===== config.mk =====
export PLATFORM = sky130hd
export DESIGN_NAME = rpn_stack_calculator_flat
export DESIGN_NICKNAME = d
export VERILOG_FILES = /design/src/hdl/rpn_pkg.sv /design/src/hdl/rpn_req_if.sv /design/src/hdl/rpn_rsp_if.sv /design/src/hdl/rpn_ram.sv /design/src/hdl/rpn_div.sv /design/src/hdl/rpn_dp.sv /design/src/hdl/rpn_ctrl.sv /design/src/hdl/rpn_stack_calculator.sv /design/src/flat_wrapper.sv
export SDC_FILE = /design/constraint.sdc
export NUM_CORES = 2
export LEC_CHECK = 0
export BUFFER_PORTS_ARGS = -buffer_cell sky130_fd_sc_hd__clkbuf_2
export CORE_ASPECT_RATIO = 1.2
export CORE_MARGIN = 2
export CORE_UTILIZATION = 50
export DETAILED_ROUTE_END_ITERATION = 10
export PLACE_DENSITY = 0.65
export SYNTH_ARGS = -nofsm -noshare
export SYNTH_HDL_FRONTEND = slang
export SYNTH_SLANG_ARGS = --single-unit

===== constraint.sdc =====
create_clock -name clk -period 12.3 [get_ports clk]
set_input_delay 1.23 -clock clk [delete_from_list [all_inputs] [get_ports clk]]
set_output_delay 1.23 -clock clk [all_outputs]
set_load 0.02 [all_outputs]

===== src/hdl/rpn_pkg.sv =====
// ----------------------------------------------------------------------------
// rpn_pkg
// Shared types, codes and helpers of the RPN calculator stack engine.
// ----------------------------------------------------------------------------
package rpn_pkg;

	localparam int RPN_STACK_DEPTH = 16;
	localparam int VALUE_W         = 32;
	localparam int DEPTH_FIELD_W   = 5;

	// Divider geometry: a 48-bit dividend (top entry scaled by 2^16) over a
	// 32-bit divisor magnitude, two quotient bits retired per cycle.
	localparam int DIV_NUM_W      = 48;
	localparam int DIV_DEN_W      = 32;
	localparam int DIV_RADIX_BITS = 2;
	localparam int DIV_CYCLES     = DIV_NUM_W / DIV_RADIX_BITS;

	localparam logic signed [63:0] Q_MAX_EXT = 64'sd2147483647;
	localparam logic signed [63:0] Q_MIN_EXT = -64'sd2147483648;

	typedef enum logic [2:0] {
		REQ_PUSH   = 3'd0,
		REQ_ADD    = 3'd1,
		REQ_SUB    = 3'd2,
		REQ_MUL    = 3'd3,
		REQ_DIV    = 3'd4,
		REQ_SQUARE = 3'd5,
		REQ_POP    = 3'd6,
		REQ_CLEAR  = 3'd7
	} rpn_req_t;

	typedef enum logic [2:0] {
		ST_OK    = 3'd0,
		ST_FEW   = 3'd1,
		ST_DIVZ  = 3'd2,
		ST_FULL  = 3'd3,
		ST_EMPTY = 3'd4,
		ST_SAT   = 3'd5
	} rpn_status_t;

	typedef enum logic [2:0] {
		S_IDLE,
		S_DECODE,
		S_READ,
		S_OPER,
		S_DIV,
		S_FINISH
	} rpn_state_t;

	// Controller to datapath.
	typedef struct packed {
		logic capture;
		logic rd_go;
		logic rd_latch;
		logic mul_go;
		logic div_go;
		logic commit;
	} dp_cmd_t;

	// Datapath to controller.
	typedef struct packed {
		logic need_read;
		logic use_mul;
		logic use_div;
		logic div_zero;
		logic div_done;
		logic out_free;
	} dp_stat_t;

	typedef struct packed {
		logic [VALUE_W-1:0] value;
		logic               sat;
	} clamp_t;

	function automatic clamp_t clamp_q(input logic signed [63:0] v);
		clamp_t c;
		c.value = v[VALUE_W-1:0];
		c.sat   = 1'b0;
		if (v > Q_MAX_EXT) begin
			c.value = Q_MAX_EXT[VALUE_W-1:0];
			c.sat   = 1'b1;
		end else if (v < Q_MIN_EXT) begin
			c.value = Q_MIN_EXT[VALUE_W-1:0];
			c.sat   = 1'b1;
		end
		return c;
	endfunction

endpackage


===== src/hdl/rpn_req_if.sv =====
// ----------------------------------------------------------------------------
// rpn_req_if
// Request channel: one word is one calculator request.
// ----------------------------------------------------------------------------
interface rpn_req_if;
	logic               valid;
	logic               ready;
	logic [2:0]         req_type;
	logic signed [31:0] push_value;

	modport source(output valid, output req_type, output push_value, input ready);
	modport sink(input valid, input req_type, input push_value, output ready);
endinterface


===== src/hdl/rpn_rsp_if.sv =====
// ----------------------------------------------------------------------------
// rpn_rsp_if
// Response channel: one word per request.
// ----------------------------------------------------------------------------
interface rpn_rsp_if;
	logic               valid;
	logic               ready;
	logic signed [31:0] result_value;
	logic [4:0]         stack_depth;
	logic [2:0]         status;

	modport source(output valid, output result_value, output stack_depth, output status,
		input ready);
	modport sink(input valid, input result_value, input stack_depth, input status,
		output ready);
endinterface


===== src/hdl/rpn_ram.sv =====
// ----------------------------------------------------------------------------
// rpn_ram
// Generic single-write, single-read RAM with registered read data.
// ----------------------------------------------------------------------------
module rpn_ram #(
	parameter int WIDTH = 32,
	parameter int DEPTH = 16
) (
	input  logic                     clk,
	input  logic                     we,
	input  logic [$clog2(DEPTH)-1:0] waddr,
	input  logic [WIDTH-1:0]         wdata,
	input  logic                     re,
	input  logic [$clog2(DEPTH)-1:0] raddr,
	output logic [WIDTH-1:0]         rdata_q
);

	logic [WIDTH-1:0] mem_q [DEPTH];

	always_ff @(posedge clk) begin
		if (we) begin
			mem_q[waddr] <= wdata;
		end
		if (re) begin
			rdata_q <= mem_q[raddr];
		end
	end

endmodule


===== src/hdl/rpn_div.sv =====
// ----------------------------------------------------------------------------
// rpn_div
// Iterative unsigned restoring divider, two quotient bits per cycle.
// ----------------------------------------------------------------------------
module rpn_div import rpn_pkg::*; (
	input  logic                 clk,
	input  logic                 arst_n,
	input  logic                 start,
	input  logic [DIV_NUM_W-1:0] dividend,
	input  logic [DIV_DEN_W-1:0] divisor,
	output logic [DIV_NUM_W-1:0] quotient,
	output logic                 done
);

	localparam int CNT_W = $clog2(DIV_CYCLES);

	logic                 busy_q;
	logic [CNT_W-1:0]     cnt_q;
	logic [DIV_DEN_W-1:0] rem_q;
	logic [DIV_NUM_W-1:0] quo_q;
	logic [DIV_DEN_W-1:0] dvs_q;

	logic [DIV_DEN_W-1:0] rem_n;
	logic [DIV_NUM_W-1:0] quo_n;
	logic [DIV_DEN_W:0]   shifted;
	logic [DIV_DEN_W:0]   diff;
	logic                 qbit;

	// The dividend shifts out of the top of quo_q while quotient bits enter
	// at the bottom; after the last step quo_q holds the whole quotient.
	always_comb begin
		rem_n   = rem_q;
		quo_n   = quo_q;
		shifted = '0;
		diff    = '0;
		qbit    = 1'b0;
		for (int i = 0; i < DIV_RADIX_BITS; i++) begin
			shifted = {rem_n, quo_n[DIV_NUM_W-1]};
			diff    = shifted - {1'b0, dvs_q};
			qbit    = (shifted >= {1'b0, dvs_q});
			rem_n   = qbit ? diff[DIV_DEN_W-1:0] : shifted[DIV_DEN_W-1:0];
			quo_n   = {quo_n[DIV_NUM_W-2:0], qbit};
		end
	end

	always_ff @(posedge clk or negedge arst_n) begin
		if (!arst_n) begin
			busy_q <= 1'b0;
			cnt_q  <= '0;
		end else if (start) begin
			busy_q <= 1'b1;
			cnt_q  <= CNT_W'(DIV_CYCLES - 1);
		end else if (busy_q) begin
			if (cnt_q == '0) begin
				busy_q <= 1'b0;
			end else begin
				cnt_q <= cnt_q - CNT_W'(1);
			end
		end
	end

	always_ff @(posedge clk) begin
		if (start) begin
			rem_q <= '0;
			quo_q <= dividend;
			dvs_q <= divisor;
		end else if (busy_q) begin
			rem_q <= rem_n;
			quo_q <= quo_n;
		end
	end

	assign quotient = quo_q;
	assign done     = ~busy_q;

endmodule


===== src/hdl/rpn_dp.sv =====
// ----------------------------------------------------------------------------
// rpn_dp
// Datapath: top-of-stack register, stack RAM below it, multiplier, divider
// and the response word register.
// ----------------------------------------------------------------------------
module rpn_dp import rpn_pkg::*; #(
	parameter int STACK_DEPTH = RPN_STACK_DEPTH
) (
	input  logic               clk,
	input  logic               arst_n,
	input  logic [2:0]         req_type,
	input  logic signed [31:0] push_value,
	input  dp_cmd_t            cmd,
	output dp_stat_t           stat,
	rpn_rsp_if.source          rsp
);

	localparam int CW = $clog2(STACK_DEPTH + 1);
	localparam int AW = $clog2(STACK_DEPTH);

	// The top entry lives in top_q; entries below it sit in the RAM at their
	// stack position, so an operation needs only one RAM read.
	rpn_req_t                 req_q;
	logic signed [31:0]       pv_q;
	logic [CW-1:0]            count_q;
	logic signed [31:0]       top_q;
	logic signed [31:0]       opnd_q;
	logic signed [63:0]       prod_s1;
	logic                     div_neg_q;

	logic                     out_valid_q;
	logic [31:0]              res_value_q;
	logic [DEPTH_FIELD_W-1:0] res_depth_q;
	logic [2:0]               res_status_q;

	logic                     full;
	logic                     ge1;
	logic                     ge2;
	logic                     binary;
	logic [CW-1:0]            cnt_m1;
	logic [CW-1:0]            cnt_m2;
	logic [31:0]              ram_rdata;
	logic                     ram_we;

	logic signed [31:0]       mul_b;
	logic signed [63:0]       prod_w;
	logic signed [32:0]       t_ext;
	logic signed [32:0]       s_ext;
	logic signed [32:0]       sum_w;
	logic signed [32:0]       dif_w;
	logic [DIV_NUM_W-1:0]     num_raw;
	logic [DIV_NUM_W-1:0]     num_mag;
	logic [DIV_DEN_W-1:0]     den_mag;
	logic [DIV_NUM_W-1:0]     quo;
	logic [DIV_NUM_W:0]       q_ext;
	logic [DIV_NUM_W:0]       q_s;
	logic signed [63:0]       arith_w;
	clamp_t                   cl;
	logic                     div_done;

	logic [CW-1:0]            nxt_count;
	logic signed [31:0]       nxt_top;
	logic [31:0]              res_val;
	rpn_status_t              res_status;
	logic [31:0]              top_or_zero;
	logic [CW+DEPTH_FIELD_W-1:0] depth_ext;

	assign full   = (count_q == CW'(STACK_DEPTH));
	assign ge1    = (count_q != '0);
	assign ge2    = (count_q > CW'(1));
	assign binary = (req_q == REQ_ADD) || (req_q == REQ_SUB) ||
	                (req_q == REQ_MUL) || (req_q == REQ_DIV);
	assign cnt_m1 = count_q - CW'(1);
	assign cnt_m2 = count_q - CW'(2);
	assign top_or_zero = ge1 ? top_q : '0;

	assign stat.need_read = ge2 && (binary || (req_q == REQ_POP));
	assign stat.use_mul   = ((req_q == REQ_MUL) && ge2) || ((req_q == REQ_SQUARE) && ge1);
	assign stat.use_div   = (req_q == REQ_DIV) && ge2;
	assign stat.div_zero  = (opnd_q == '0);
	assign stat.div_done  = div_done;
	assign stat.out_free  = !out_valid_q || rsp.ready;

	rpn_ram #(
		.WIDTH(VALUE_W),
		.DEPTH(STACK_DEPTH)
	) u_ram (
		.clk    (clk),
		.we     (ram_we),
		.waddr  (cnt_m1[AW-1:0]),
		.wdata  (top_q),
		.re     (cmd.rd_go),
		.raddr  (cnt_m2[AW-1:0]),
		.rdata_q(ram_rdata)
	);

	// Multiplier operands and divider operand magnitudes.
	assign mul_b   = (req_q == REQ_SQUARE) ? top_q : opnd_q;
	assign prod_w  = top_q * mul_b;
	assign num_raw = {top_q, 16'h0000};
	assign num_mag = top_q[31] ? (DIV_NUM_W'(0) - num_raw) : num_raw;
	assign den_mag = opnd_q[31] ? (DIV_DEN_W'(0) - opnd_q) : opnd_q;

	rpn_div u_div (
		.clk     (clk),
		.arst_n  (arst_n),
		.start   (cmd.div_go),
		.dividend(num_mag),
		.divisor (den_mag),
		.quotient(quo),
		.done    (div_done)
	);

	assign t_ext = {top_q[31], top_q};
	assign s_ext = {opnd_q[31], opnd_q};
	assign sum_w = t_ext + s_ext;
	assign dif_w = t_ext - s_ext;
	assign q_ext = {1'b0, quo};
	assign q_s   = div_neg_q ? ((DIV_NUM_W + 1)'(0) - q_ext) : q_ext;

	// Arithmetic shift right of the product rounds toward minus infinity.
	always_comb begin
		unique case (req_q)
			REQ_SUB:               arith_w = {{31{dif_w[32]}}, dif_w};
			REQ_MUL, REQ_SQUARE:   arith_w = prod_s1 >>> 16;
			REQ_DIV:               arith_w = {{(63 - DIV_NUM_W){q_s[DIV_NUM_W]}}, q_s};
			default:               arith_w = {{31{sum_w[32]}}, sum_w};
		endcase
	end

	assign cl = clamp_q(arith_w);

	// Outcome of the request, applied when the controller commits it.
	always_comb begin
		nxt_count  = count_q;
		nxt_top    = top_q;
		res_val    = top_or_zero;
		res_status = ST_OK;
		ram_we     = 1'b0;
		unique case (req_q)
			REQ_PUSH: begin
				if (full) begin
					res_status = ST_FULL;
				end else begin
					ram_we    = cmd.commit && ge1;
					nxt_top   = pv_q;
					nxt_count = count_q + CW'(1);
					res_val   = pv_q;
				end
			end
			REQ_ADD, REQ_SUB, REQ_MUL, REQ_DIV: begin
				if (!ge2) begin
					res_status = ST_FEW;
				end else if ((req_q == REQ_DIV) && (opnd_q == '0)) begin
					res_status = ST_DIVZ;
				end else begin
					nxt_top    = cl.value;
					nxt_count  = cnt_m1;
					res_val    = cl.value;
					res_status = cl.sat ? ST_SAT : ST_OK;
				end
			end
			REQ_SQUARE: begin
				if (!ge1) begin
					res_status = ST_FEW;
				end else begin
					nxt_top    = cl.value;
					res_val    = cl.value;
					res_status = cl.sat ? ST_SAT : ST_OK;
				end
			end
			REQ_POP: begin
				if (!ge1) begin
					res_status = ST_EMPTY;
				end else begin
					// With a single entry opnd_q is stale, but the stack is
					// then empty and top_q is never read.
					nxt_top   = opnd_q;
					nxt_count = cnt_m1;
					res_val   = top_q;
				end
			end
			REQ_CLEAR: begin
				nxt_count = '0;
				res_val   = '0;
			end
		endcase
	end

	assign depth_ext = {{DEPTH_FIELD_W{1'b0}}, nxt_count};

	always_ff @(posedge clk or negedge arst_n) begin
		if (!arst_n) begin
			count_q     <= '0;
			out_valid_q <= 1'b0;
		end else begin
			if (cmd.commit) begin
				count_q     <= nxt_count;
				out_valid_q <= 1'b1;
			end else if (rsp.ready) begin
				out_valid_q <= 1'b0;
			end
		end
	end

	always_ff @(posedge clk) begin
		if (cmd.capture) begin
			req_q <= rpn_req_t'(req_type);
			pv_q  <= push_value;
		end
		if (cmd.rd_latch) begin
			opnd_q <= ram_rdata;
		end
		if (cmd.mul_go) begin
			prod_s1 <= prod_w;
		end
		if (cmd.div_go) begin
			div_neg_q <= top_q[31] ^ opnd_q[31];
		end
		if (cmd.commit) begin
			top_q        <= nxt_top;
			res_value_q  <= res_val;
			res_depth_q  <= depth_ext[DEPTH_FIELD_W-1:0];
			res_status_q <= res_status;
		end
	end

	assign rsp.valid        = out_valid_q;
	assign rsp.result_value = res_value_q;
	assign rsp.stack_depth  = res_depth_q;
	assign rsp.status       = res_status_q;

endmodule


===== src/hdl/rpn_ctrl.sv =====
// ----------------------------------------------------------------------------
// rpn_ctrl
// Controller: sequences decode, operand read, arithmetic and commit of each
// request.
// ----------------------------------------------------------------------------
module rpn_ctrl import rpn_pkg::*; (
	input  logic     clk,
	input  logic     arst_n,
	input  logic     in_valid,
	output logic     in_ready,
	input  dp_stat_t stat,
	output dp_cmd_t  cmd
);

	rpn_state_t state_q;
	rpn_state_t state_d;

	always_ff @(posedge clk or negedge arst_n) begin
		if (!arst_n) begin
			state_q <= S_IDLE;
		end else begin
			state_q <= state_d;
		end
	end

	always_comb begin
		state_d  = state_q;
		cmd      = '0;
		in_ready = 1'b0;
		unique case (state_q)
			S_IDLE: begin
				in_ready = 1'b1;
				if (in_valid) begin
					cmd.capture = 1'b1;
					state_d     = S_DECODE;
				end
			end
			S_DECODE: begin
				if (stat.need_read) begin
					cmd.rd_go = 1'b1;
					state_d   = S_READ;
				end else if (stat.use_mul) begin
					state_d = S_OPER;
				end else begin
					state_d = S_FINISH;
				end
			end
			S_READ: begin
				cmd.rd_latch = 1'b1;
				state_d      = S_OPER;
			end
			S_OPER: begin
				if (stat.use_mul) begin
					cmd.mul_go = 1'b1;
					state_d    = S_FINISH;
				end else if (stat.use_div && !stat.div_zero) begin
					cmd.div_go = 1'b1;
					state_d    = S_DIV;
				end else begin
					state_d = S_FINISH;
				end
			end
			S_DIV: begin
				if (stat.div_done) begin
					state_d = S_FINISH;
				end
			end
			S_FINISH: begin
				// Hold the result until the response register can take it.
				if (stat.out_free) begin
					cmd.commit = 1'b1;
					state_d    = S_IDLE;
				end
			end
			default: begin
				state_d = S_IDLE;
			end
		endcase
	end

endmodule


===== src/hdl/rpn_stack_calculator.sv =====
// ----------------------------------------------------------------------------
// rpn_stack_calculator
// Push, clear, pop of the last entry or an empty stack and refusals for too few
// operands or a full stack go straight to commit; square adds a multiply step; add,
// subtract, multiply, pop and divide by zero read the operand from the RAM first;
// divide also waits for the radix-4 divider. One request runs at a time; a waiting
// response holds back the commit of the next. Reset empties the stack and drops it.
// ----------------------------------------------------------------------------
module rpn_stack_calculator import rpn_pkg::*; #(
	parameter int STACK_DEPTH = RPN_STACK_DEPTH
) (
	input  logic      clk,
	input  logic      arst_n,
	rpn_req_if.sink   req,
	rpn_rsp_if.source rsp
);

	dp_cmd_t  cmd;
	dp_stat_t stat;
	logic     in_ready;

	assign req.ready = in_ready;

	rpn_ctrl u_ctrl (
		.clk     (clk),
		.arst_n  (arst_n),
		.in_valid(req.valid),
		.in_ready(in_ready),
		.stat    (stat),
		.cmd     (cmd)
	);

	rpn_dp #(
		.STACK_DEPTH(STACK_DEPTH)
	) u_dp (
		.clk       (clk),
		.arst_n    (arst_n),
		.req_type  (req.req_type),
		.push_value(req.push_value),
		.cmd       (cmd),
		.stat      (stat),
		.rsp       (rsp)
	);

`ifndef SYNTHESIS
	a_commit_slot_free: assert property (@(posedge clk) disable iff (!arst_n)
		cmd.commit |-> stat.out_free)
		else $error("commit while the response register is occupied");

	a_one_at_a_time: assert property (@(posedge clk) disable iff (!arst_n)
		(req.valid && req.ready) |=> !req.ready)
		else $error("request taken while another is in progress");

	a_commit_shows: assert property (@(posedge clk) disable iff (!arst_n)
		cmd.commit |=> rsp.valid)
		else $error("committed word not presented on the response channel");

	a_div_blocks: assert property (@(posedge clk) disable iff (!arst_n)
		!stat.div_done |-> !req.ready)
		else $error("request accepted while the divider is busy");
`endif

endmodule


===== src/flat_wrapper.sv =====
// flat-port wrapper written by rule: the top's interface ports become plain ports
module rpn_stack_calculator_flat import rpn_pkg::*;
#(
	parameter int STACK_DEPTH = RPN_STACK_DEPTH
)
  (clk, arst_n, req_valid, req_req_type, req_push_value, req_ready, rsp_valid, rsp_result_value, rsp_stack_depth, rsp_status, rsp_ready);
  rpn_req_if req_i ();
  rpn_rsp_if rsp_i ();
  input  logic clk;
  input  logic arst_n;
  input wire logic [$bits(req_i.valid)-1:0] req_valid;
  input wire logic [$bits(req_i.req_type)-1:0] req_req_type;
  input wire logic [$bits(req_i.push_value)-1:0] req_push_value;
  output wire logic [$bits(req_i.ready)-1:0] req_ready;
  output wire logic [$bits(rsp_i.valid)-1:0] rsp_valid;
  output wire logic [$bits(rsp_i.result_value)-1:0] rsp_result_value;
  output wire logic [$bits(rsp_i.stack_depth)-1:0] rsp_stack_depth;
  output wire logic [$bits(rsp_i.status)-1:0] rsp_status;
  input wire logic [$bits(rsp_i.ready)-1:0] rsp_ready;
  assign req_i.valid = req_valid;
  assign req_i.req_type = req_req_type;
  assign req_i.push_value = req_push_value;
  assign req_ready = req_i.ready;
  assign rsp_valid = rsp_i.valid;
  assign rsp_result_value = rsp_i.result_value;
  assign rsp_stack_depth = rsp_i.stack_depth;
  assign rsp_status = rsp_i.status;
  assign rsp_i.ready = rsp_ready;
  rpn_stack_calculator #(.STACK_DEPTH(STACK_DEPTH)) u_core (.clk(clk), .arst_n(arst_n), .req(req_i), .rsp(rsp_i));
endmodule

After elaboration in Yosys (flattened, before gate mapping):

Memories as Yosys holds them, arrays and structs flattened. A register that Yosys moved wholly into a read port is not among the register bits.
Cells that the tools add are included.

* bits in registers: 331
* RAM bits: 512
* input port bits: 39
* output and inout bits: 42
* memories kept: 1

Memories
* u_core.u_dp.u_ram.mem_q: depth 16, width 32, rd ports 1, clocked after memory_dff 1, wr ports 1, line rpn_ram.sv:18 `logic [WIDTH-1:0] mem_q [DEPTH];`

* $add $sub $neg: 11
* multipliers: 1
* magnitude comparators: 5
* eq/ne operators: 22
* mux-type cells: 68
* bitwise gates (word level): 1
* reductions and logical operators: 28

Operators by type and width (number)
* $mux 32: 14
* $pmux 64 s3: 1
* $pmux 32 s5: 1
* $mux 48: 3
* $pmux 32 s4: 1
* $ge 33x32->1: 2
* $mux 33: 2
* $gt 64x32->1 const B: 1
* $lt 64x32->1 const B: 1
* $mul 32x32->64: 1
* $sub 32x32->32: 2
* $mux 49: 1
* $sub 1x48->49 const A: 1
* $sub 1x48->48 const A: 1
* $mux 5: 7
* $add 32x32->33: 1
* $mux 3: 11
* $sub 32x32->33: 1
* $logic_not 32->1: 1
* $sub 1x32->32 const A: 1
* $mux 31: 1
* $mux 1: 21
* $pmux 5 s4: 1
* $eq 3x3->1 const B: 6
* 26 further kinds: 53

Depth between registers and ports, before layout:

* depth after elaboration: 10
* gate-level depth with buffers: 38

Modules after synthesis:

From an unflattened synthesis, not the netlist that was laid out.

* cells, all modules: 7346
* area total of the unflattened synthesis: 80009.2 sq um

By module, submodules not included
* rpn_dp: times used 1, cells each 5610, area each 51231.6 sq um
* rpn_ram: times used 1, cells each 838, area each 20155.6 sq um
* rpn_div: times used 1, cells each 868, area each 8369.3 sq um
* rpn_ctrl: times used 1, cells each 30, area each 252.7 sq um

Worst setup path before layout:

No wires, ideal clock.

* kind: register to register
* from: register u_core.u_dp.req_q[2]
* to: register u_core.u_dp.prod_s1[62] (data pin)
* arrival time: 9483 ps
* required time: 12042 ps
* path slack: 2559 ps
* cell stages (with the launch flop): 36
* buffers on the path: 6
* cells stage by stage: edfxtp_1 > buf_2 > buf_1 > nor2b_1 > and2_1 > clkbuf_1 > clkbuf_1 > buf_1 > nand2_1 > o21ai_0 > clkbuf_1 > nand2_1 > inv_1 > fa_1 > fa_1 > fa_1 > fa_1 > inv_1 > fa_1 > inv_1 > fa_1 > fa_1 > fa_1 > ha_1 > a21o_1 > a21o_1 > a21o_1 > a21oi_1 > o21bai_1 > a21oi_1 > o211ai_1 > a21o_1 > a21oi_1 > o21ai_0 > a21oi_1 > xnor2_1

* longest elaborated chain between the ends: 3

Ends and longest elaborated chain
* start, declared: line rpn_dp.sv:23 `rpn_req_t req_q;`
* start signal, assigned: line rpn_dp.sv:208 `req_q <= rpn_req_t'(req_type);`
* $eq 3x3->1: line rpn_dp.sv:98 `assign mul_b = (req_q == REQ_SQUARE) ? top_q : opnd_q;`
* $mux 32: line rpn_dp.sv:98
* $mul 32x32->64: line rpn_dp.sv:99 `assign prod_w = top_q * mul_b;`
* via u_core.u_dp.prod_w[62]: line rpn_dp.sv:46 `logic signed [63:0] prod_w;`
* end signal, assigned: line rpn_dp.sv:215 `prod_s1 <= prod_w;`
* end, declared: line rpn_dp.sv:28 `logic signed [63:0] prod_s1;`

The timed path passes the listed nets, and every way through them passes these cells.
A chain may end at the register's enable or synchronous reset.

Worst setup path after layout:

* from: register u_core.u_dp.req_q[2]
* to: register u_core.u_dp.prod_s1[58] (data pin)

The elaborated chain is that of the path after synthesis.

==> run summary <==
Status - completed
Post-CTS resize count - 0
Seq/Total Area, Yosys - 0.320
Worst R2R Path Depth - 29
Initial antenna violation count - 10
CTS sink cnt - 859
Via count of the routed design - 56529
Clock Latency Late Sink - 0.76 ns
Most used DFF post-synth - edfxtp_1
Area growth from synthesis to layout - 7.75%
CP most frequent cell - fa_1
Core area - 158000 µm²
First-pass GRT wire length - 383000 µm
Number of port buffers - 80
Antenna Nets Post-Route - 0
Avg Vias per Cell - 6.06
CTS Buf Count - 89
Adder-cell share of the synthesized area - 0.324
Reg clk slew, reported paths - 0.06 ns
Post-synth top cells - inv_1, fa_1, edfxtp_1, nand2_1, and2_1
Ratio of cells with drive above 1 in the final layout - 0.0927
GPL Wtd Cong - 0.995
R2r endpoint - u_core.u_dp.prod_s1[58]
HP Class - reg2reg
Final setup fails - 0
Gr usage total - 0.321
Row cnt - 160
Largest family of logic cells by synthesized area - adder cells
Total Wirelength - 256000 µm
Synth Register Bits - 859
Max Cap Viol - 0
WP data required - 12.77 ns
Skew final - 0.0432 ns
Mean Syn Cell Area - 11.0 µm²
Critical path type - reg2reg
CTS root buf - clkbuf_16
Tcrit/Tclk final - 0.920
Post-Synth XOR/XNOR Area - 0.0252
Post-synth EDFFs - 812
IO Count - 81
Largest net degree at the start of global routing - 72
Crit start category - register
Yosys top cell by area - edfxtp_1
Post-Synth Simple-Gate Area - 0.116
Pre-antenna DRT Iters - 6
Critical path capture point type - register
Number of global-route vias before repair - 59285
Max Slew Vio Count - 0
Chip height - 440 µm
Mux contribution to synthesized area - 0.0487
Setup WS pre-CTS - 1.12 ns
Top-area cell type share of the netlist area - 0.307
Residual DRC - 0
Starting DRC count in detailed routing - 5735
RSZ-0062 raised after global routing - no
Synth area leaders - edfxtp_1, fa_1, inv_1
Slowest-stage cell, CP - fa_1
Cts hold-fix bufs - 0
Count leader, synth - inv_1
Routed len/inst - 27.5 µm
Endpoint, Worst Hold - u_core.u_dp.opnd_q[22]
Synth Area in Compound Gates - 0.0922
Fin crit period - 11.32 ns
Worst Max-Slew Pin Slew - 1.31 ns
WP data arrival - 11.79 ns
Post-Syn Instances - 7220
Fin. Hold Viols - 0
FF-to-FF setup slack - 0.98 ns
Post-CTS Setup Inserts - 0
Die Area - 162000 µm²
Final setup margin - 0.980 ns
Post-route setup TNS - 0 ns
Async SR Flop Fraction - 0.0175
Nets - 8596
Synth unique cells - 93
Synthesized area - 79400 µm²
Ys Warns - 0
Worst Path Max Fanout - 49
Reg-to-reg startpoint - u_core.u_dp.req_q[2]
Min-delay src - u_core.u_dp.u_ram.rdata_q[22]
Final non-filler cell total - 9335
Total grt overflow - 0
Slew margin rel. - 0.126
HPWL after DPL - 187000 µm
F_max - 0.0883 GHz
Hold Path Cell Cnt - 0
Max Root-Sink Buffers - 3
CTS HTree Levels - 3
Starting density of the core - 0.502
CP peak stage delay - 0.92 ns
Dpl cells - 9165
Die Width - 368 µm
CTS tree - yes
Syn nets - 8666
-- critical path, delay by kind of cell, from the launching register on --
kind / cells / cell delay [ns]
fa+ha+maj: 9 / 4.71
compound gates: 6 / 2.21
simple gates: 7 / 2.07
buf+inv: 6 / 1.43
flops: 1 / 0.32
xor+xnor: 1 / 0.16
-- state kept, by name (all words and copies together), names as in the netlist --
signal                        flops
u_core.u_dp.opnd_q               32
u_core.u_dp.u_div.rem_q          32
u_core.u_dp.rsp.stack_depth       5
u_core.u_dp.u_div.busy_q          1
u_core.u_dp.rsp.status            3
u_core.u_dp.u_div.dvs_q          32
u_core.u_dp.req_q                 3
u_core.u_dp.rsp.valid             1
u_core.u_dp.u_div.quotient       48
u_core.u_dp.div_neg_q             1
u_core.u_dp.prod_s1              48
u_core.u_dp.u_ram.rdata_q        32
u_core.u_dp.rsp.result_value     32
u_core.u_dp.top_q                32
u_core.u_dp.pv_q                 32
u_core.u_dp.u_ram.mem_q         512
u_core.u_ctrl.state_q             3
u_core.u_dp.count_q               5
u_core.u_dp.u_div.cnt_q           5
-- cell type report --
| type | instances | area [µm²] |
|---|---|---|
| Timing Repair Buffer | 238 | 1600 |
| Fill cell | 13572 | 72400 |
| Clock buffer | 102 | 2300 |
| Multi-Input combinational cell | 4825 | 48500 |
| Inverter | 1137 | 4270 |
| Antenna cell | 5 | 12.5 |
| Tap cell | 2106 | 2640 |
| Sequential cell | 859 | 25400 |
| Clock inverter | 63 | 812 |
-- cell families (layout without fill, tap and decap cells) --
family,Yosys count,in the layout
simple gates,1884,1884
flops,859,859
buf+inv,1536,1540
compound gates,1121,1121
other cells,0,5
xor+xnor,228,228
fa+ha+maj,1407,1407
mux,185,185
-- worst max-delay path by stage --
stage	cells past startpoint	endpoint	slack, ns	startpoint
2_1_floorplan	35	u_core.u_dp.prod_s1[62]	2.56	u_core.u_dp.req_q[2]
3_3_place_gp	29	u_core.u_dp.prod_s1[58]	1.13	u_core.u_dp.req_q[2]
3_5_place_dp	29	u_core.u_dp.prod_s1[58]	1.12	u_core.u_dp.req_q[2]
4_1_cts	29	u_core.u_dp.prod_s1[58]	1.09	u_core.u_dp.req_q[2]
5_1_grt	29	u_core.u_dp.prod_s1[58]	0.65	u_core.u_dp.req_q[2]
6_report	29	u_core.u_dp.prod_s1[58]	0.98	u_core.u_dp.req_q[2]
-- metrics by stage --
step	instance area, µm²	hold slack [ns]	utilization
2_1_floorplan	79400	0.400	-
3_3_place_gp	82400	0.401	0.522
3_5_place_dp	82400	0.405	0.522
4_1_cts	85500	0.418	0.541
5_1_grt	85500	0.433	0.541
6_report	85500	0.418	0.541
-- metal layers --
layer,part of all wire,global-route usage,wire (µm)
met4,0.055,0.157,14100
met5,0.000051,0,13
met1,0.38,0.412,97900
met3,0.087,0.0577,22400
met2,0.48,0.528,122000
-- placed cells by master (no fill, tap or decap), types with 66 or more instances in the layout --
cell type / instances
clkbuf_2: 80
nand2_1: 748
buf_4: 157
o21ai_0: 255
xnor2_1: 135
a21oi_1: 282
mux4_2: 160
xor2_1: 91
edfxtp_1: 812
nand3_1: 66
clkbuf_16: 90
fa_1: 1085
nor2b_1: 86
inv_1: 1135
and2_1: 428
nor2_1: 270
a21o_1: 79
ha_1: 321
Power is not shown: default switching activity piles up to over one toggle a cycle in this logic, so the estimate is an artifact.
